## src/sv/qsf_pkg.sv

```systemverilog
// Shared types, constants and arithmetic helpers for the quad shape function evaluator.
package qsf_pkg;

  localparam int FRAC_BITS   = 14;
  localparam int COORD_W     = 16;
  localparam int OUT_W       = 18;
  localparam int OPW         = 28;
  localparam int NQ          = 6;
  localparam int NLANE       = 3;
  localparam int NODE_W      = 4;
  localparam int QUEUE_DEPTH = 2;

  localparam logic signed [OPW-1:0] W_ONE   = OPW'(1);
  localparam logic signed [OPW-1:0] W_TWO   = OPW'(2);
  localparam logic signed [OPW-1:0] U_W     = OPW'(1) << FRAC_BITS;
  localparam logic signed [OPW-1:0] UH_W    = OPW'(1) << (FRAC_BITS - 1);
  localparam logic signed [OPW-1:0] UQ_W    = OPW'(1) << (FRAC_BITS - 2);
  localparam logic signed [OPW-1:0] SAT_MAX = OPW'(131071);
  localparam logic signed [OPW-1:0] SAT_MIN = -OPW'(131072);
  localparam logic signed [2*OPW-1:0] FMUL_RND = (2*OPW)'(1) << (FRAC_BITS - 1);

  localparam logic [1:0] KIND_BILIN  = 2'd0;
  localparam logic [1:0] KIND_SEREN  = 2'd1;
  localparam logic [1:0] KIND_BIQUAD = 2'd2;
  localparam logic [1:0] KIND_NONE   = 2'd3;

  localparam logic [1:0] LEVEL_FIRST  = 2'd2;
  localparam logic [1:0] LEVEL_SECOND = 2'd3;

  localparam logic CFG_KIND  = 1'b0;
  localparam logic CFG_LEVEL = 1'b1;

  localparam logic [NODE_W-1:0] LAST_BILIN  = 4'd3;
  localparam logic [NODE_W-1:0] LAST_SEREN  = 4'd7;
  localparam logic [NODE_W-1:0] LAST_BIQUAD = 4'd8;

  typedef enum logic [4:0] {
    OP_ZERO, OP_R, OP_S, OP_RP, OP_RM, OP_SP, OP_SM, OP_R2, OP_S2,
    OP_RH, OP_SH, OP_RHP, OP_RHM, OP_SHP, OP_SHM, OP_RS, OP_UQ
  } opsel_t;
  localparam int NOPS = 17;

  typedef enum logic [2:0] {
    SC_ONE, SC_HALF, SC_QUARTER, SC_TWO, SC_FOUR
  } scale_t;

  typedef struct packed {
    opsel_t     x;
    opsel_t     y;
    opsel_t     z;
    logic [1:0] nmul;
    scale_t     sc;
    logic       neg;
  } qdesc_t;

  typedef struct packed {
    logic [OPW-1:0] r;
    logic [OPW-1:0] s;
    logic [OPW-1:0] r2;
    logic [OPW-1:0] s2;
    logic [OPW-1:0] rs;
    logic [1:0]     kind;
    logic [1:0]     level;
  } item_t;

  typedef struct packed {
    logic [NODE_W-1:0] node;
    logic              last;
    logic              corr;
    logic [1:0]        level;
  } meta_t;

  // Fixed-point product, rounded to nearest with ties toward plus infinity.
  function automatic logic signed [OPW-1:0] fmul(input logic signed [OPW-1:0] a,
                                                 input logic signed [OPW-1:0] b);
    logic signed [2*OPW-1:0] p;
    p = a * b + FMUL_RND;
    return p[FRAC_BITS +: OPW];
  endfunction

  function automatic logic signed [OPW-1:0] post(input logic signed [OPW-1:0] x,
                                                 input scale_t sc, input logic neg);
    logic signed [OPW-1:0] t;
    case (sc)
      SC_HALF:    t = (x + W_ONE) >>> 1;
      SC_QUARTER: t = (x + W_TWO) >>> 2;
      SC_TWO:     t = x <<< 1;
      SC_FOUR:    t = x <<< 2;
      default:    t = x;
    endcase
    return neg ? -t : t;
  endfunction

  function automatic logic signed [OUT_W-1:0] sat(input logic signed [OPW-1:0] x);
    logic signed [OPW-1:0] t;
    t = x;
    if (x > SAT_MAX) t = SAT_MAX;
    if (x < SAT_MIN) t = SAT_MIN;
    return t[OUT_W-1:0];
  endfunction

  function automatic qdesc_t d0(input opsel_t x, input scale_t sc, input logic neg);
    return '{x: x, y: OP_ZERO, z: OP_ZERO, nmul: 2'd0, sc: sc, neg: neg};
  endfunction

  function automatic qdesc_t d1(input opsel_t x, input opsel_t y, input scale_t sc,
                                input logic neg);
    return '{x: x, y: y, z: OP_ZERO, nmul: 2'd1, sc: sc, neg: neg};
  endfunction

  function automatic qdesc_t d2(input opsel_t x, input opsel_t y, input opsel_t z,
                                input scale_t sc, input logic neg);
    return '{x: x, y: y, z: z, nmul: 2'd2, sc: sc, neg: neg};
  endfunction

  // Recipe of one quantity of one node: value, d/dr, d/ds, d2/drr, d2/dss, d2/drs.
  function automatic qdesc_t node_desc(input logic biq, input logic [NODE_W-1:0] node,
                                       input logic [2:0] qty);
    qdesc_t d [NQ];
    for (int i = 0; i < NQ; i++) d[i] = d0(OP_ZERO, SC_ONE, 1'b0);
    if (!biq) begin
      case (node)
        4'd0: begin
          d[0] = d1(OP_RP, OP_SP, SC_QUARTER, 1'b0); d[1] = d0(OP_SP, SC_QUARTER, 1'b0);
          d[2] = d0(OP_RP, SC_QUARTER, 1'b0);        d[5] = d0(OP_UQ, SC_ONE, 1'b0);
        end
        4'd1: begin
          d[0] = d1(OP_RM, OP_SP, SC_QUARTER, 1'b0); d[1] = d0(OP_SP, SC_QUARTER, 1'b1);
          d[2] = d0(OP_RM, SC_QUARTER, 1'b0);        d[5] = d0(OP_UQ, SC_ONE, 1'b1);
        end
        4'd2: begin
          d[0] = d1(OP_RM, OP_SM, SC_QUARTER, 1'b0); d[1] = d0(OP_SM, SC_QUARTER, 1'b1);
          d[2] = d0(OP_RM, SC_QUARTER, 1'b1);        d[5] = d0(OP_UQ, SC_ONE, 1'b0);
        end
        4'd3: begin
          d[0] = d1(OP_RP, OP_SM, SC_QUARTER, 1'b0); d[1] = d0(OP_SM, SC_QUARTER, 1'b0);
          d[2] = d0(OP_RP, SC_QUARTER, 1'b1);        d[5] = d0(OP_UQ, SC_ONE, 1'b1);
        end
        4'd4: begin
          d[0] = d1(OP_R2, OP_SP, SC_HALF, 1'b0); d[1] = d1(OP_R, OP_SP, SC_ONE, 1'b1);
          d[2] = d0(OP_R2, SC_HALF, 1'b0);        d[3] = d0(OP_SP, SC_ONE, 1'b1);
          d[5] = d0(OP_R, SC_ONE, 1'b1);
        end
        4'd5: begin
          d[0] = d1(OP_RM, OP_S2, SC_HALF, 1'b0); d[1] = d0(OP_S2, SC_HALF, 1'b1);
          d[2] = d1(OP_RM, OP_S, SC_ONE, 1'b1);   d[4] = d0(OP_RM, SC_ONE, 1'b1);
          d[5] = d0(OP_S, SC_ONE, 1'b0);
        end
        4'd6: begin
          d[0] = d1(OP_R2, OP_SM, SC_HALF, 1'b0); d[1] = d1(OP_R, OP_SM, SC_ONE, 1'b1);
          d[2] = d0(OP_R2, SC_HALF, 1'b1);        d[3] = d0(OP_SM, SC_ONE, 1'b1);
          d[5] = d0(OP_R, SC_ONE, 1'b0);
        end
        4'd7: begin
          d[0] = d1(OP_RP, OP_S2, SC_HALF, 1'b0); d[1] = d0(OP_S2, SC_HALF, 1'b0);
          d[2] = d1(OP_RP, OP_S, SC_ONE, 1'b1);   d[4] = d0(OP_RP, SC_ONE, 1'b1);
          d[5] = d0(OP_S, SC_ONE, 1'b1);
        end
        default: ;
      endcase
    end else begin
      case (node)
        4'd0: begin
          d[0] = d2(OP_RS, OP_RP, OP_SP, SC_ONE, 1'b0);
          d[1] = d2(OP_RHP, OP_SH, OP_SP, SC_ONE, 1'b0);
          d[2] = d2(OP_SHP, OP_RH, OP_RP, SC_ONE, 1'b0);
          d[3] = d1(OP_SH, OP_SP, SC_ONE, 1'b0);
          d[4] = d1(OP_RH, OP_RP, SC_ONE, 1'b0);
          d[5] = d1(OP_SHP, OP_RHP, SC_ONE, 1'b0);
        end
        4'd1: begin
          d[0] = d2(OP_RS, OP_RM, OP_SP, SC_ONE, 1'b1);
          d[1] = d2(OP_RHM, OP_SH, OP_SP, SC_ONE, 1'b0);
          d[2] = d2(OP_SHP, OP_RH, OP_RM, SC_ONE, 1'b1);
          d[3] = d1(OP_SH, OP_SP, SC_ONE, 1'b0);
          d[4] = d1(OP_RH, OP_RM, SC_ONE, 1'b1);
          d[5] = d1(OP_SHP, OP_RHM, SC_ONE, 1'b0);
        end
        4'd2: begin
          d[0] = d2(OP_RS, OP_RM, OP_SM, SC_ONE, 1'b0);
          d[1] = d2(OP_RHM, OP_SH, OP_SM, SC_ONE, 1'b1);
          d[2] = d2(OP_SHM, OP_RH, OP_RM, SC_ONE, 1'b1);
          d[3] = d1(OP_SH, OP_SM, SC_ONE, 1'b1);
          d[4] = d1(OP_RH, OP_RM, SC_ONE, 1'b1);
          d[5] = d1(OP_SHM, OP_RHM, SC_ONE, 1'b0);
        end
        4'd3: begin
          d[0] = d2(OP_RS, OP_RP, OP_SM, SC_ONE, 1'b1);
          d[1] = d2(OP_RHP, OP_SH, OP_SM, SC_ONE, 1'b1);
          d[2] = d2(OP_SHM, OP_RH, OP_RP, SC_ONE, 1'b0);
          d[3] = d1(OP_SH, OP_SM, SC_ONE, 1'b1);
          d[4] = d1(OP_RH, OP_RP, SC_ONE, 1'b0);
          d[5] = d1(OP_SHM, OP_RHP, SC_ONE, 1'b0);
        end
        4'd4: begin
          d[0] = d2(OP_SH, OP_SP, OP_R2, SC_ONE, 1'b0);
          d[1] = d2(OP_R, OP_SH, OP_SP, SC_TWO, 1'b1);
          d[2] = d1(OP_SHP, OP_R2, SC_ONE, 1'b0);
          d[3] = d1(OP_SH, OP_SP, SC_TWO, 1'b1);
          d[4] = d0(OP_R2, SC_ONE, 1'b0);
          d[5] = d1(OP_R, OP_SHP, SC_TWO, 1'b1);
        end
        4'd5: begin
          d[0] = d2(OP_RH, OP_RM, OP_S2, SC_ONE, 1'b1);
          d[1] = d1(OP_RHM, OP_S2, SC_ONE, 1'b0);
          d[2] = d2(OP_S, OP_RH, OP_RM, SC_TWO, 1'b0);
          d[3] = d0(OP_S2, SC_ONE, 1'b0);
          d[4] = d1(OP_RH, OP_RM, SC_TWO, 1'b0);
          d[5] = d1(OP_S, OP_RHM, SC_TWO, 1'b1);
        end
        4'd6: begin
          d[0] = d2(OP_SH, OP_SM, OP_R2, SC_ONE, 1'b1);
          d[1] = d2(OP_R, OP_SH, OP_SM, SC_TWO, 1'b0);
          d[2] = d1(OP_SHM, OP_R2, SC_ONE, 1'b0);
          d[3] = d1(OP_SH, OP_SM, SC_TWO, 1'b0);
          d[4] = d0(OP_R2, SC_ONE, 1'b0);
          d[5] = d1(OP_R, OP_SHM, SC_TWO, 1'b1);
        end
        4'd7: begin
          d[0] = d2(OP_RH, OP_RP, OP_S2, SC_ONE, 1'b0);
          d[1] = d1(OP_RHP, OP_S2, SC_ONE, 1'b0);
          d[2] = d2(OP_S, OP_RH, OP_RP, SC_TWO, 1'b1);
          d[3] = d0(OP_S2, SC_ONE, 1'b0);
          d[4] = d1(OP_RH, OP_RP, SC_TWO, 1'b1);
          d[5] = d1(OP_S, OP_RHP, SC_TWO, 1'b1);
        end
        4'd8: begin
          d[0] = d1(OP_R2, OP_S2, SC_ONE, 1'b0);
          d[1] = d1(OP_R, OP_S2, SC_TWO, 1'b1);
          d[2] = d1(OP_S, OP_R2, SC_TWO, 1'b1);
          d[3] = d0(OP_S2, SC_TWO, 1'b1);
          d[4] = d0(OP_R2, SC_TWO, 1'b1);
          d[5] = d1(OP_S, OP_R, SC_FOUR, 1'b0);
        end
        default: ;
      endcase
    end
    return d[qty];
  endfunction

endpackage

```

## src/sv/qsf_front.sv

```systemverilog
// Input side: accepts coordinate beats, drops unknown element kinds, precomputes squares.
module qsf_front import qsf_pkg::*; (
  input  logic                      in_push,
  output logic                      in_full,
  input  logic signed [COORD_W-1:0] in_coord_r,
  input  logic signed [COORD_W-1:0] in_coord_s,
  input  logic [1:0]                kind,
  input  logic [1:0]                level,
  input  logic                      q_full,
  output logic                      wr_en,
  output item_t                     wr_item
);

  logic                  accept;
  logic signed [OPW-1:0] r, s, rh, sh;

  assign in_full = q_full;
  assign accept  = in_push && !q_full;
  // An unknown element kind produces no results, so the beat is simply consumed.
  assign wr_en   = accept && (kind != KIND_NONE);

  always_comb begin
    r  = {{(OPW-COORD_W){in_coord_r[COORD_W-1]}}, in_coord_r};
    s  = {{(OPW-COORD_W){in_coord_s[COORD_W-1]}}, in_coord_s};
    rh = (r + W_ONE) >>> 1;
    sh = (s + W_ONE) >>> 1;
    wr_item.r     = r;
    wr_item.s     = s;
    wr_item.r2    = U_W - fmul(r, r);
    wr_item.s2    = U_W - fmul(s, s);
    wr_item.rs    = fmul(rh, sh);
    wr_item.kind  = kind;
    wr_item.level = level;
  end

endmodule

```

## config.mk

```make
export PLATFORM = sky130hd
export DESIGN_NAME = qsf_front
export DESIGN_NICKNAME = d
export VERILOG_FILES = /design/src/sv/qsf_pkg.sv /design/src/sv/qsf_front.sv
export SDC_FILE = /design/constraint.sdc
export NUM_CORES = 2
export LEC_CHECK = 0
export BUFFER_PORTS_ARGS = -buffer_cell sky130_fd_sc_hd__buf_2
export CAP_MARGIN = 20
export CORE_AREA = 2 2 278 280
export DETAILED_ROUTE_END_ITERATION = 12
export DIE_AREA = 0 0 280 282
export GPL_TIMING_DRIVEN = 0
export PLACE_DENSITY = 0.67
export SLEW_MARGIN = 5
export SYNTH_ARGS = -nofsm -noshare
export SYNTH_HDL_FRONTEND = slang
export SYNTH_SLANG_ARGS = --single-unit
```

## constraint.sdc

```tcl
create_clock -name vclk -period 13.8
set_input_delay 2.07 -clock vclk [all_inputs]
set_output_delay 2.07 -clock vclk [all_outputs]
set_load 0.005 [all_outputs]
```

==> impl_metrics.ini <==
[routing]
wl_per_cell_um = 15.4
vias = 22300
dr.pass1.iters = 5
wl_um = 69600
ant_nets = 0
drt_iter0_markers = 1007
remaining_drc_errors = 0
avgViaCountPerCell = 4.92

[synth]
ys_top_cells_by_count = 916 x inv_1, 752 x fa_1, 325 x nand2_1
avgSynthCellArea_um2 = 8.92
synth-seq-area-share = 0
synth_area_um2 = 30100
synth.area.top_cells = fa_1 50%, inv_1 11%, ha_1 11%
synth_largest_area_cell = fa_1
ys_types = 90
yosys.cell_count.top_type = inv_1
synth_nets = 4420
yosys_warnings = 0
syn-instance-count = 3372
synth_top_area_frac = 0.500

[clock_tree]
post_cts_buffers = 0
postCtsHoldBufs = 0

[floorplanning]
rows = 101
start_util = 0.397
ios = 184
die_w_um = 280
die_y_um = 282
floorplan.die_area_um2 = 79000
fp.coreArea_um2 = 75700

[finish]
seq_cell_count = 0
fillCellCount = 7485
fin_nets = 4602
antennaDiodeCount = 0
regArea_um2 = 0
area_growth_pct = 7.27
drive_above_1_share = 0.0892
num-clock-buffers = 0

[worst_setup_path]
crit_path_max_incr_delay_ps = 560
worstSetupPathType = in -> out
path_buf_inv = 7
path_max_fanout = 10
cp.depth = 31
path_common_cell = fa_1
critPathSlowestCell = fa_1
end_kind = primary output
startpoint_type = input pin
worst_ep_required_time_ps = 11730
arrival_ps = 11220
path_delay_family = adder cells

[sta]
setup_violations = 0
post-route-min-period_ps = 13290
rsz0062_at_grt = false
slew-limit-headroom = 0.227
fin_tns_setup_ps = 0
hold_viol_final = 0
period_share = 0.963
max_freq_mhz = 75.3
drv_slew = 0
tightest_slew_ps = 1150

[grt]
grt_usage = 0.183
antenna_found_initial = 1
grt_pass1_vias = 23600
grt_max_degree = 21
grt_overflow = 0
grt_first_pass_wirelength_um = 118000

[worst_hold_path]
worstHoldPathCells = 2
hp-class = in -> out

[flow_run]
maxCapViolCount = 0

[placement]
dp_hpwl_um = 62400
gp_congestion = 0.936
port_buffers = 178

[status]
status = finished, final reports clean
-- cells by family (layout without fill, tap and decap cells) --
| group | after synthesis | in the layout | share of synthesized area |
|---|---|---|---|
| AO/OA/AOI/OAI | 273 | 273 | 0.0639 |
| XOR/XNOR | 178 | 178 | 0.0521 |
| adder cells (fa/ha/maj) | 1010 | 1010 | 0.608 |
| buffers and inverters | 1091 | 1271 | 0.146 |
| multiplexers | 6 | 6 | 0.00208 |
| AND/OR/NAND/NOR | 814 | 814 | 0.128 |
-- layout by cell type, fill, tap and decap left out, drive strengths merged, types with 4 or more instances in the layout --
master   Yosys  final
inv        917    917
fa         752    752
nand2      326    326
buf         88    268
ha         258    258
nor2       201    201
xnor2      132    132
and2       112    112
clkbuf      79     79
a21oi       73     73
xor2        46     46
a21o        39     39
o21ai       39     39
nand3       30     30
nand2b      22     22
nor3        21     21
o21a        17     17
nand4       17     17
and3        15     15
nor2b       14     14
a31oi       13     13
o211ai      12     12
or2         11     11
nor4        10     10
a211oi       9      9
a211o        8      8
clkinv       7      7
o31ai        7      7
nand3b       6      6
a2111oi      6      6
a21boi       6      6
nor3b        6      6
or3          5      5
o211a        4      4
mux2i        4      4
o21bai       4      4
or4          4      4
-- through the flow --
stage | hold WS, ps | utilization | cells | cell area, um^2 | setup WS [ps]
floorplan | 4170 | - | 3372 | 30100 | 1940
global placement | 4310 | 0.425 | 4528 | 32200 | 71.5
detailed placement | 4310 | 0.425 | 4528 | 32200 | 33.2
CTS | 4310 | 0.426 | 4528 | 32200 | 218
global route | 4310 | 0.426 | 4530 | 32300 | 34.9
finish | 4310 | 0.426 | 4530 | 32300 | 512
-- per-layer routing --
metal	up-vias	part of all wire	global-route usage
met5	-	0.00019	0
met4	2	0.019	0.0285
met3	88	0.064	0.0191
met2	655	0.51	0.326
met1	11300	0.41	0.245
li1	10300	-	-
-- cell type report --
| class | count | area, um^2 | area share |
|---|---|---|---|
| Buffer | 167 | 937 | 0.0290 |
| Inverter | 924 | 3470 | 0.107 |
| Multi-Input combinational cell | 2281 | 25700 | 0.798 |
| Tap cell | 978 | 1220 | 0.0379 |
| Timing Repair Buffer | 180 | 906 | 0.0281 |
-- final timing paths --
check                    startpoint     endpoint  slack [ps]
worst min-delay path  in_coord_s[4]  wr_item[92]        4310
worst max-delay path  in_coord_r[3]  wr_item[18]         510
-- repair_timing --
| item | in CTS | in global routing |
|---|---|---|
| gates resized for setup | 1 | 15 |
| pin swaps | 0 | 0 |
| endpoints found under the setup margin | 2 | 18 |
Power is not shown: default switching activity piles up to over one toggle a cycle in this logic, so the estimate is an artifact.
