==> src/sv/qsf_pkg.sv <==
// Shared types, constants and arithmetic helpers for the quad shape function evaluator.
package qsf_pkg;

  localparam int FRAC_BITS   = 14;
  localparam int COORD_W     = 16;
  localparam int OUT_W       = 18;
  localparam int OPW         = 28;
  localparam int NQ          = 6;
  localparam int NLANE       = 3;
  localparam int NODE_W      = 4;
  localparam int QUEUE_DEPTH = 2;

  localparam logic signed [OPW-1:0] W_ONE   = OPW'(1);
  localparam logic signed [OPW-1:0] W_TWO   = OPW'(2);
  localparam logic signed [OPW-1:0] U_W     = OPW'(1) << FRAC_BITS;
  localparam logic signed [OPW-1:0] UH_W    = OPW'(1) << (FRAC_BITS - 1);
  localparam logic signed [OPW-1:0] UQ_W    = OPW'(1) << (FRAC_BITS - 2);
  localparam logic signed [OPW-1:0] SAT_MAX = OPW'(131071);
  localparam logic signed [OPW-1:0] SAT_MIN = -OPW'(131072);
  localparam logic signed [2*OPW-1:0] FMUL_RND = (2*OPW)'(1) << (FRAC_BITS - 1);

  localparam logic [1:0] KIND_BILIN  = 2'd0;
  localparam logic [1:0] KIND_SEREN  = 2'd1;
  localparam logic [1:0] KIND_BIQUAD = 2'd2;
  localparam logic [1:0] KIND_NONE   = 2'd3;

  localparam logic [1:0] LEVEL_FIRST  = 2'd2;
  localparam logic [1:0] LEVEL_SECOND = 2'd3;

  localparam logic CFG_KIND  = 1'b0;
  localparam logic CFG_LEVEL = 1'b1;

  localparam logic [NODE_W-1:0] LAST_BILIN  = 4'd3;
  localparam logic [NODE_W-1:0] LAST_SEREN  = 4'd7;
  localparam logic [NODE_W-1:0] LAST_BIQUAD = 4'd8;

  typedef enum logic [4:0] {
    OP_ZERO, OP_R, OP_S, OP_RP, OP_RM, OP_SP, OP_SM, OP_R2, OP_S2,
    OP_RH, OP_SH, OP_RHP, OP_RHM, OP_SHP, OP_SHM, OP_RS, OP_UQ
  } opsel_t;
  localparam int NOPS = 17;

  typedef enum logic [2:0] {
    SC_ONE, SC_HALF, SC_QUARTER, SC_TWO, SC_FOUR
  } scale_t;

  typedef struct packed {
    opsel_t     x;
    opsel_t     y;
    opsel_t     z;
    logic [1:0] nmul;
    scale_t     sc;
    logic       neg;
  } qdesc_t;

  typedef struct packed {
    logic [OPW-1:0] r;
    logic [OPW-1:0] s;
    logic [OPW-1:0] r2;
    logic [OPW-1:0] s2;
    logic [OPW-1:0] rs;
    logic [1:0]     kind;
    logic [1:0]     level;
  } item_t;

  typedef struct packed {
    logic [NODE_W-1:0] node;
    logic              last;
    logic              corr;
    logic [1:0]        level;
  } meta_t;

  // Fixed-point product, rounded to nearest with ties toward plus infinity.
  function automatic logic signed [OPW-1:0] fmul(input logic signed [OPW-1:0] a,
                                                 input logic signed [OPW-1:0] b);
    logic signed [2*OPW-1:0] p;
    p = a * b + FMUL_RND;
    return p[FRAC_BITS +: OPW];
  endfunction

  function automatic logic signed [OPW-1:0] post(input logic signed [OPW-1:0] x,
                                                 input scale_t sc, input logic neg);
    logic signed [OPW-1:0] t;
    case (sc)
      SC_HALF:    t = (x + W_ONE) >>> 1;
      SC_QUARTER: t = (x + W_TWO) >>> 2;
      SC_TWO:     t = x <<< 1;
      SC_FOUR:    t = x <<< 2;
      default:    t = x;
    endcase
    return neg ? -t : t;
  endfunction

  function automatic logic signed [OUT_W-1:0] sat(input logic signed [OPW-1:0] x);
    logic signed [OPW-1:0] t;
    t = x;
    if (x > SAT_MAX) t = SAT_MAX;
    if (x < SAT_MIN) t = SAT_MIN;
    return t[OUT_W-1:0];
  endfunction

  function automatic qdesc_t d0(input opsel_t x, input scale_t sc, input logic neg);
    return '{x: x, y: OP_ZERO, z: OP_ZERO, nmul: 2'd0, sc: sc, neg: neg};
  endfunction

  function automatic qdesc_t d1(input opsel_t x, input opsel_t y, input scale_t sc,
                                input logic neg);
    return '{x: x, y: y, z: OP_ZERO, nmul: 2'd1, sc: sc, neg: neg};
  endfunction

  function automatic qdesc_t d2(input opsel_t x, input opsel_t y, input opsel_t z,
                                input scale_t sc, input logic neg);
    return '{x: x, y: y, z: z, nmul: 2'd2, sc: sc, neg: neg};
  endfunction

  // Recipe of one quantity of one node: value, d/dr, d/ds, d2/drr, d2/dss, d2/drs.
  function automatic qdesc_t node_desc(input logic biq, input logic [NODE_W-1:0] node,
                                       input logic [2:0] qty);
    qdesc_t d [NQ];
    for (int i = 0; i < NQ; i++) d[i] = d0(OP_ZERO, SC_ONE, 1'b0);
    if (!biq) begin
      case (node)
        4'd0: begin
          d[0] = d1(OP_RP, OP_SP, SC_QUARTER, 1'b0); d[1] = d0(OP_SP, SC_QUARTER, 1'b0);
          d[2] = d0(OP_RP, SC_QUARTER, 1'b0);        d[5] = d0(OP_UQ, SC_ONE, 1'b0);
        end
        4'd1: begin
          d[0] = d1(OP_RM, OP_SP, SC_QUARTER, 1'b0); d[1] = d0(OP_SP, SC_QUARTER, 1'b1);
          d[2] = d0(OP_RM, SC_QUARTER, 1'b0);        d[5] = d0(OP_UQ, SC_ONE, 1'b1);
        end
        4'd2: begin
          d[0] = d1(OP_RM, OP_SM, SC_QUARTER, 1'b0); d[1] = d0(OP_SM, SC_QUARTER, 1'b1);
          d[2] = d0(OP_RM, SC_QUARTER, 1'b1);        d[5] = d0(OP_UQ, SC_ONE, 1'b0);
        end
        4'd3: begin
          d[0] = d1(OP_RP, OP_SM, SC_QUARTER, 1'b0); d[1] = d0(OP_SM, SC_QUARTER, 1'b0);
          d[2] = d0(OP_RP, SC_QUARTER, 1'b1);        d[5] = d0(OP_UQ, SC_ONE, 1'b1);
        end
        4'd4: begin
          d[0] = d1(OP_R2, OP_SP, SC_HALF, 1'b0); d[1] = d1(OP_R, OP_SP, SC_ONE, 1'b1);
          d[2] = d0(OP_R2, SC_HALF, 1'b0);        d[3] = d0(OP_SP, SC_ONE, 1'b1);
          d[5] = d0(OP_R, SC_ONE, 1'b1);
        end
        4'd5: begin
          d[0] = d1(OP_RM, OP_S2, SC_HALF, 1'b0); d[1] = d0(OP_S2, SC_HALF, 1'b1);
          d[2] = d1(OP_RM, OP_S, SC_ONE, 1'b1);   d[4] = d0(OP_RM, SC_ONE, 1'b1);
          d[5] = d0(OP_S, SC_ONE, 1'b0);
        end
        4'd6: begin
          d[0] = d1(OP_R2, OP_SM, SC_HALF, 1'b0); d[1] = d1(OP_R, OP_SM, SC_ONE, 1'b1);
          d[2] = d0(OP_R2, SC_HALF, 1'b1);        d[3] = d0(OP_SM, SC_ONE, 1'b1);
          d[5] = d0(OP_R, SC_ONE, 1'b0);
        end
        4'd7: begin
          d[0] = d1(OP_RP, OP_S2, SC_HALF, 1'b0); d[1] = d0(OP_S2, SC_HALF, 1'b0);
          d[2] = d1(OP_RP, OP_S, SC_ONE, 1'b1);   d[4] = d0(OP_RP, SC_ONE, 1'b1);
          d[5] = d0(OP_S, SC_ONE, 1'b1);
        end
        default: ;
      endcase
    end else begin
      case (node)
        4'd0: begin
          d[0] = d2(OP_RS, OP_RP, OP_SP, SC_ONE, 1'b0);
          d[1] = d2(OP_RHP, OP_SH, OP_SP, SC_ONE, 1'b0);
          d[2] = d2(OP_SHP, OP_RH, OP_RP, SC_ONE, 1'b0);
          d[3] = d1(OP_SH, OP_SP, SC_ONE, 1'b0);
          d[4] = d1(OP_RH, OP_RP, SC_ONE, 1'b0);
          d[5] = d1(OP_SHP, OP_RHP, SC_ONE, 1'b0);
        end
        4'd1: begin
          d[0] = d2(OP_RS, OP_RM, OP_SP, SC_ONE, 1'b1);
          d[1] = d2(OP_RHM, OP_SH, OP_SP, SC_ONE, 1'b0);
          d[2] = d2(OP_SHP, OP_RH, OP_RM, SC_ONE, 1'b1);
          d[3] = d1(OP_SH, OP_SP, SC_ONE, 1'b0);
          d[4] = d1(OP_RH, OP_RM, SC_ONE, 1'b1);
          d[5] = d1(OP_SHP, OP_RHM, SC_ONE, 1'b0);
        end
        4'd2: begin
          d[0] = d2(OP_RS, OP_RM, OP_SM, SC_ONE, 1'b0);
          d[1] = d2(OP_RHM, OP_SH, OP_SM, SC_ONE, 1'b1);
          d[2] = d2(OP_SHM, OP_RH, OP_RM, SC_ONE, 1'b1);
          d[3] = d1(OP_SH, OP_SM, SC_ONE, 1'b1);
          d[4] = d1(OP_RH, OP_RM, SC_ONE, 1'b1);
          d[5] = d1(OP_SHM, OP_RHM, SC_ONE, 1'b0);
        end
        4'd3: begin
          d[0] = d2(OP_RS, OP_RP, OP_SM, SC_ONE, 1'b1);
          d[1] = d2(OP_RHP, OP_SH, OP_SM, SC_ONE, 1'b1);
          d[2] = d2(OP_SHM, OP_RH, OP_RP, SC_ONE, 1'b0);
          d[3] = d1(OP_SH, OP_SM, SC_ONE, 1'b1);
          d[4] = d1(OP_RH, OP_RP, SC_ONE, 1'b0);
          d[5] = d1(OP_SHM, OP_RHP, SC_ONE, 1'b0);
        end
        4'd4: begin
          d[0] = d2(OP_SH, OP_SP, OP_R2, SC_ONE, 1'b0);
          d[1] = d2(OP_R, OP_SH, OP_SP, SC_TWO, 1'b1);
          d[2] = d1(OP_SHP, OP_R2, SC_ONE, 1'b0);
          d[3] = d1(OP_SH, OP_SP, SC_TWO, 1'b1);
          d[4] = d0(OP_R2, SC_ONE, 1'b0);
          d[5] = d1(OP_R, OP_SHP, SC_TWO, 1'b1);
        end
        4'd5: begin
          d[0] = d2(OP_RH, OP_RM, OP_S2, SC_ONE, 1'b1);
          d[1] = d1(OP_RHM, OP_S2, SC_ONE, 1'b0);
          d[2] = d2(OP_S, OP_RH, OP_RM, SC_TWO, 1'b0);
          d[3] = d0(OP_S2, SC_ONE, 1'b0);
          d[4] = d1(OP_RH, OP_RM, SC_TWO, 1'b0);
          d[5] = d1(OP_S, OP_RHM, SC_TWO, 1'b1);
        end
        4'd6: begin
          d[0] = d2(OP_SH, OP_SM, OP_R2, SC_ONE, 1'b1);
          d[1] = d2(OP_R, OP_SH, OP_SM, SC_TWO, 1'b0);
          d[2] = d1(OP_SHM, OP_R2, SC_ONE, 1'b0);
          d[3] = d1(OP_SH, OP_SM, SC_TWO, 1'b0);
          d[4] = d0(OP_R2, SC_ONE, 1'b0);
          d[5] = d1(OP_R, OP_SHM, SC_TWO, 1'b1);
        end
        4'd7: begin
          d[0] = d2(OP_RH, OP_RP, OP_S2, SC_ONE, 1'b0);
          d[1] = d1(OP_RHP, OP_S2, SC_ONE, 1'b0);
          d[2] = d2(OP_S, OP_RH, OP_RP, SC_TWO, 1'b1);
          d[3] = d0(OP_S2, SC_ONE, 1'b0);
          d[4] = d1(OP_RH, OP_RP, SC_TWO, 1'b1);
          d[5] = d1(OP_S, OP_RHP, SC_TWO, 1'b1);
        end
        4'd8: begin
          d[0] = d1(OP_R2, OP_S2, SC_ONE, 1'b0);
          d[1] = d1(OP_R, OP_S2, SC_TWO, 1'b1);
          d[2] = d1(OP_S, OP_R2, SC_TWO, 1'b1);
          d[3] = d0(OP_S2, SC_TWO, 1'b1);
          d[4] = d0(OP_R2, SC_TWO, 1'b1);
          d[5] = d1(OP_S, OP_R, SC_FOUR, 1'b0);
        end
        default: ;
      endcase
    end
    return d[qty];
  endfunction

endpackage

==> src/sv/qsf_queue.sv <==
// Short queue of classified coordinate items between the front and back parts.
module qsf_queue import qsf_pkg::*; #(
  parameter int DEPTH = QUEUE_DEPTH
) (
  input  logic  clk,
  input  logic  rst_n,
  input  logic  wr_en,
  input  item_t wr_item,
  output logic  full,
  output logic  rd_valid,
  output item_t rd_item,
  input  logic  rd_pop
);

  localparam int PW = $clog2(DEPTH);
  localparam int CW = $clog2(DEPTH + 1);

  item_t         mem_r [DEPTH];
  logic [PW-1:0] wr_ptr_r, wr_ptr_nxt, rd_ptr_r, rd_ptr_nxt;
  logic [CW-1:0] count_r, count_nxt;

  assign full     = (count_r == CW'(DEPTH));
  assign rd_valid = (count_r != '0);
  assign rd_item  = mem_r[rd_ptr_r];

  always_comb begin
    wr_ptr_nxt = wr_ptr_r;
    rd_ptr_nxt = rd_ptr_r;
    count_nxt  = count_r;
    if (wr_en) begin
      wr_ptr_nxt = (wr_ptr_r == PW'(DEPTH - 1)) ? '0 : wr_ptr_r + 1'b1;
    end
    if (rd_pop) begin
      rd_ptr_nxt = (rd_ptr_r == PW'(DEPTH - 1)) ? '0 : rd_ptr_r + 1'b1;
    end
    if (wr_en && !rd_pop) begin
      count_nxt = count_r + 1'b1;
    end else if (!wr_en && rd_pop) begin
      count_nxt = count_r - 1'b1;
    end
  end

  always_ff @(posedge clk) begin
    if (!rst_n) begin
      wr_ptr_r <= '0;
      rd_ptr_r <= '0;
      count_r  <= '0;
    end else begin
      wr_ptr_r <= wr_ptr_nxt;
      rd_ptr_r <= rd_ptr_nxt;
      count_r  <= count_nxt;
    end
  end

  always_ff @(posedge clk) begin
    if (wr_en) begin
      mem_r[wr_ptr_r] <= wr_item;
    end
  end

endmodule

==> config.mk <==
export PLATFORM = sky130hd
export DESIGN_NAME = qsf_queue
export DESIGN_NICKNAME = d
export VERILOG_FILES = /design/src/sv/qsf_pkg.sv /design/src/sv/qsf_queue.sv
export SDC_FILE = /design/constraint.sdc
export NUM_CORES = 1
export LEC_CHECK = 0
export BUFFER_PORTS_ARGS = -buffer_cell sky130_fd_sc_hd__buf_2
export CAP_MARGIN = 15
export CORE_ASPECT_RATIO = 0.6
export CORE_MARGIN = 3
export CORE_UTILIZATION = 52
export CTS_BUF_LIST = sky130_fd_sc_hd__clkbuf_4 sky130_fd_sc_hd__clkbuf_8 sky130_fd_sc_hd__clkbuf_16
export CTS_CLUSTER_SIZE = 24
export DETAILED_ROUTE_END_ITERATION = 8
export GPL_TIMING_DRIVEN = 0
export PLACE_DENSITY = 0.84
export SYNTH_ARGS = -nofsm -noshare
export SYNTH_HDL_FRONTEND = slang
export SYNTH_SLANG_ARGS = --single-unit
export TNS_END_PERCENT = 30
==> constraint.sdc <==
create_clock -name clk -period 9.5 [get_ports clk]
set_input_delay 1.9 -clock clk [delete_from_list [all_inputs] [get_ports clk]]
set_output_delay 1.9 -clock clk [all_outputs]
set_load 0.01 [all_outputs]
==> run_summary.xml <==
<?xml version="1.0" encoding="UTF-8"?>
<metrics>
  <group name="run_status">
    <metric name="outcome" unit="">complete, no violations</metric>
  </group>
  <group name="die">
    <metric name="ios" unit="">294</metric>
    <metric name="die_area" unit="mm²">0.0227</metric>
    <metric name="chipWidth" unit="µm">192</metric>
    <metric name="chipHeight" unit="µm">118</metric>
    <metric name="core" unit="mm²">0.0202</metric>
    <metric name="effective_utilization_at_floorplan" unit="%">53.6</metric>
    <metric name="rows" unit="">40</metric>
  </group>
  <group name="setup_path">
    <metric name="max_fanout_on_critical_path" unit="">10</metric>
    <metric name="cp.required" unit="ns">7.60</metric>
    <metric name="critPathKind" unit="">reg -&gt; out</metric>
    <metric name="critical_path.startpoint_type" unit="">flop</metric>
    <metric name="timing.critical_path.to_type" unit="">output port</metric>
    <metric name="arrival" unit="ns">1.89</metric>
  </group>
  <group name="global_routing">
    <metric name="grt_pass1_wl" unit="mm">32.7</metric>
    <metric name="initial_antenna_violation_count" unit="">3</metric>
    <metric name="grt_util_all_layers" unit="%">18.8</metric>
    <metric name="globalRouteOverflowTotal" unit="">0</metric>
    <metric name="first_global_vias" unit="">5870</metric>
    <metric name="grt_max_degree" unit="">69</metric>
  </group>
  <group name="logic_synthesis">
    <metric name="syn-mean-instance-area" unit="µm²">23.1</metric>
    <metric name="post_synth_inst_count" unit="">470</metric>
    <metric name="netlist_top_cells_area" unit="">sky130_fd_sc_hd__edfxtp_1 80%, sky130_fd_sc_hd__mux2_2 8.7%, sky130_fd_sc_hd__mux2_4 8.3%</metric>
    <metric name="seq_area_frac_synth" unit="%">80.7</metric>
    <metric name="yosys_cell_types" unit="">17</metric>
    <metric name="post_synth_edffs" unit="">288</metric>
    <metric name="syn-num-nets" unit="">619</metric>
    <metric name="synth_most_common_cell" unit="">sky130_fd_sc_hd__edfxtp_1</metric>
    <metric name="yosys_register_bits" unit="">293</metric>
    <metric name="synth.cells.most_frequent" unit="">288 x sky130_fd_sc_hd__edfxtp_1, 84 x sky130_fd_sc_hd__mux2_2, 60 x sky130_fd_sc_hd__mux2_4</metric>
    <metric name="ys.warnings.count" unit="">0</metric>
    <metric name="synth_top_area_share" unit="%">79.8</metric>
    <metric name="synth.cell_area" unit="mm²">0.0108</metric>
    <metric name="ys_dominant_reg_cell" unit="">sky130_fd_sc_hd__edfxtp_1</metric>
    <metric name="yosys.area.top_type" unit="">sky130_fd_sc_hd__edfxtp_1</metric>
    <metric name="ys_async_sr_fraction" unit="%">0</metric>
  </group>
  <group name="cells_and_area">
    <metric name="area.growth.synth_to_final" unit="%">26.4</metric>
    <metric name="final_cell_count_no_fill" unit="">1091</metric>
    <metric name="fin_nets" unit="">946</metric>
    <metric name="layout-drive-gt1-share" unit="%">62.2</metric>
    <metric name="final.fill_count" unit="">1334</metric>
  </group>
  <group name="clock_network">
    <metric name="quantity_of_gates_resized_following_cts" unit="">0</metric>
    <metric name="cts_made_buffers" unit="">26</metric>
    <metric name="cts_tree" unit="">done</metric>
    <metric name="worstSkewPairLatency" unit="ns">0.52</metric>
    <metric name="clockRootBuffer" unit="">sky130_fd_sc_hd__clkbuf_16</metric>
    <metric name="cts_buffer_depth" unit="">3</metric>
    <metric name="cts_setup_buffers" unit="">0</metric>
    <metric name="cts.htree.levels" unit="">1</metric>
    <metric name="holdBufCountCts" unit="">0</metric>
    <metric name="clk_pin_slew" unit="ns">0.06</metric>
    <metric name="clkSinkCount" unit="">293</metric>
  </group>
  <group name="sta">
    <metric name="worst_pin_slew" unit="ns">0.846</metric>
    <metric name="setup_violations" unit="">0</metric>
    <metric name="unrepaired_setup_endpoints_after_global_routing" unit="">false</metric>
    <metric name="max_clock_freq" unit="GHz">0.264</metric>
    <metric name="worst_slack" unit="ns">5.71</metric>
    <metric name="final_number_of_max_transition_violations" unit="">0</metric>
    <metric name="finalCritPeriodShare" unit="%">39.9</metric>
    <metric name="relSlewSlack" unit="%">43.5</metric>
    <metric name="hold_viol" unit="">0</metric>
    <metric name="skew" unit="ns">0.00578</metric>
    <metric name="min_tclk_post_route" unit="ns">3.79</metric>
  </group>
  <group name="job">
    <metric name="max_cap_viol_count" unit="">0</metric>
  </group>
  <group name="placement">
    <metric name="placement.io_buffers" unit="">293</metric>
    <metric name="dp_worst_setup_slack" unit="ns">5.86</metric>
    <metric name="placed_cells_incl_taps" unit="">1042</metric>
    <metric name="hpwl" unit="mm">15.2</metric>
    <metric name="finalWeightedCongestion" unit="">0.741</metric>
  </group>
  <group name="pwr">
    <metric name="power_frac_seq" unit="%">51.6</metric>
    <metric name="p_sw" unit="W">0.000613</metric>
    <metric name="combinationalPowerShare" unit="%">11.2</metric>
    <metric name="irDropWorstVdd" unit="mV">0.181</metric>
    <metric name="power.leakage" unit="nW">5.33</metric>
    <metric name="switching_fraction_of_total_power" unit="%">20.9</metric>
    <metric name="power_density" unit="mW/mm²">213</metric>
    <metric name="clock_network_fraction_of_total_power" unit="%">37.2</metric>
    <metric name="internal_power" unit="W">0.00231</metric>
  </group>
  <group name="routing">
    <metric name="routed_wirelength" unit="mm">21.9</metric>
    <metric name="drt-wirelength-per-cell" unit="µm">20.0</metric>
    <metric name="initialDrtViolationCount" unit="">241</metric>
    <metric name="num_vias" unit="">5542</metric>
    <metric name="drt_pass1_iterations" unit="">4</metric>
    <metric name="route.detailed.drc" unit="">0</metric>
    <metric name="postRouteAntennaNets" unit="">0</metric>
    <metric name="post_drt_via_cell_ratio" unit="">5.08</metric>
  </group>
  <group name="hold_path">
    <metric name="hold_path_class" unit="">reg -&gt; reg</metric>
  </group>
</metrics>
## final timing paths
check	start	end	slack [ns]	cells after the start
hold / removal	count_r[1]$_SDFFE_PN0P_	count_r[1]$_SDFFE_PN0P_	0.53	2
setup / recovery	flop	rd_item[105]	5.71	5
hold reg to reg	count_r[1]$_SDFFE_PN0P_	count_r[1]$_SDFFE_PN0P_	0.53	2
setup reg to reg	wr_ptr_r$_SDFFE_PN0P_	mem_r[0][100]$_DFFE_PP_	7.60	3
## registers in the layout, indices dropped and copies added (netlist names), named ones only
name and count:
count_r 2, mem_r 288, rd_ptr_r 1, wr_ptr_r 1
## stage by stage
step	power [W]	util, %	cell area, µm²	hold slack (ns)	setup TNS, ns
6_report	0.00293	67.8	13700	0.530	0
5_1_grt	0.00303	67.8	13700	0.559	0
3_3_place_gp	0.00187	62.6	12700	0.494	-396.38
3_5_place_dp	0.00187	63.3	12800	0.514	0
4_1_cts	0.00296	67.8	13700	0.529	0
2_1_floorplan	0.00173	-	10800	0.468	0
## placed cells by master (no fill, tap or decap)
cell                         netlist  final
sky130_fd_sc_hd__clkbuf_8          0      1
sky130_fd_sc_hd__buf_2             8    301
sky130_fd_sc_hd__edfxtp_1        288    288
sky130_fd_sc_hd__clkbuf_16         0     27
sky130_fd_sc_hd__inv_1             1      1
sky130_fd_sc_hd__and2_4            0      1
sky130_fd_sc_hd__or3_1             1      1
sky130_fd_sc_hd__mux2_2           84     84
sky130_fd_sc_hd__xnor2_1           1      1
sky130_fd_sc_hd__xor2_1            2      2
sky130_fd_sc_hd__ha_1              1      1
sky130_fd_sc_hd__and2_1            4      3
sky130_fd_sc_hd__a21boi_0          1      1
sky130_fd_sc_hd__dfxtp_1           5      5
sky130_fd_sc_hd__buf_16            0      2
sky130_fd_sc_hd__o21ai_0           1      1
sky130_fd_sc_hd__mux2_4           60     60
sky130_fd_sc_hd__bufinv_16         0      4
sky130_fd_sc_hd__clkinv_1          0      2
sky130_fd_sc_hd__diode_2           0      1
sky130_fd_sc_hd__clkinvlp_4        0      1
sky130_fd_sc_hd__or2_2             1      1
sky130_fd_sc_hd__nor2b_1           3      2
sky130_fd_sc_hd__nor2b_4           0      1
sky130_fd_sc_hd__buf_12            0      4
sky130_fd_sc_hd__clkbuf_4          0      7
sky130_fd_sc_hd__buf_6             8      8
sky130_fd_sc_hd__clkinv_2          0      6
sky130_fd_sc_hd__o21a_1            1      1
## per-layer routing
metal  GRT usage, %  routed length (µm)
met1           23.0                8270
met4           4.46                 438
met3           6.61                2290
met5              0                  42
met2           32.2               10800
## cell families (layout without fill, tap and decap cells)
| kind of cell | count (synthesis) | in the layout | share of synthesized area, % |
|---|---|---|---|
| AO/OA/AOI/OAI | 3 | 3 | 0.185 |
| XOR/XNOR | 3 | 3 | 0.242 |
| adder cells (fa/ha/maj) | 1 | 1 | 0.115 |
| buffers and inverters | 17 | 364 | 1.23 |
| flip-flops | 293 | 293 | 80.7 |
| multiplexers | 144 | 144 | 17.0 |
| other | 0 | 1 | 0 |
| AND/OR/NAND/NOR | 9 | 9 | 0.519 |
## worst max-delay path, cell delays in order (launching register included)
cell                      delay [ns]
sky130_fd_sc_hd__dfxtp_1        0.32
sky130_fd_sc_hd__buf_6          0.14
sky130_fd_sc_hd__buf_6          0.20
sky130_fd_sc_hd__buf_6          0.22
sky130_fd_sc_hd__mux2_4         0.34
sky130_fd_sc_hd__buf_2          0.14
## power by group through the flow
stage          sequential, W  clock [W]  combinational (W)
2_1_floorplan        0.00154          0           0.000186
3_3_place_gp         0.00155          0           0.000313
3_5_place_dp         0.00154          0           0.000329
4_1_cts              0.00151    0.00111           0.000333
5_1_grt              0.00152    0.00116           0.000352
6_report             0.00151    0.00109           0.000326
## cell type report
cell class                      count  area, µm²  share of cell area, %
Sequential cell                   293       8750                   63.8
Multi-Input combinational cell    160       1970                   14.4
Timing Repair Buffer              299       1600                   11.7
Clock buffer                       35        742                   5.41
Tap cell                          273        342                   2.49
Clock inverter                     13        165                   1.20
Buffer                             16        130                  0.949
Inverter                            1       3.75                 0.0274
Antenna cell                        1       2.50                 0.0183
Power figures use the tool's default switching activity.
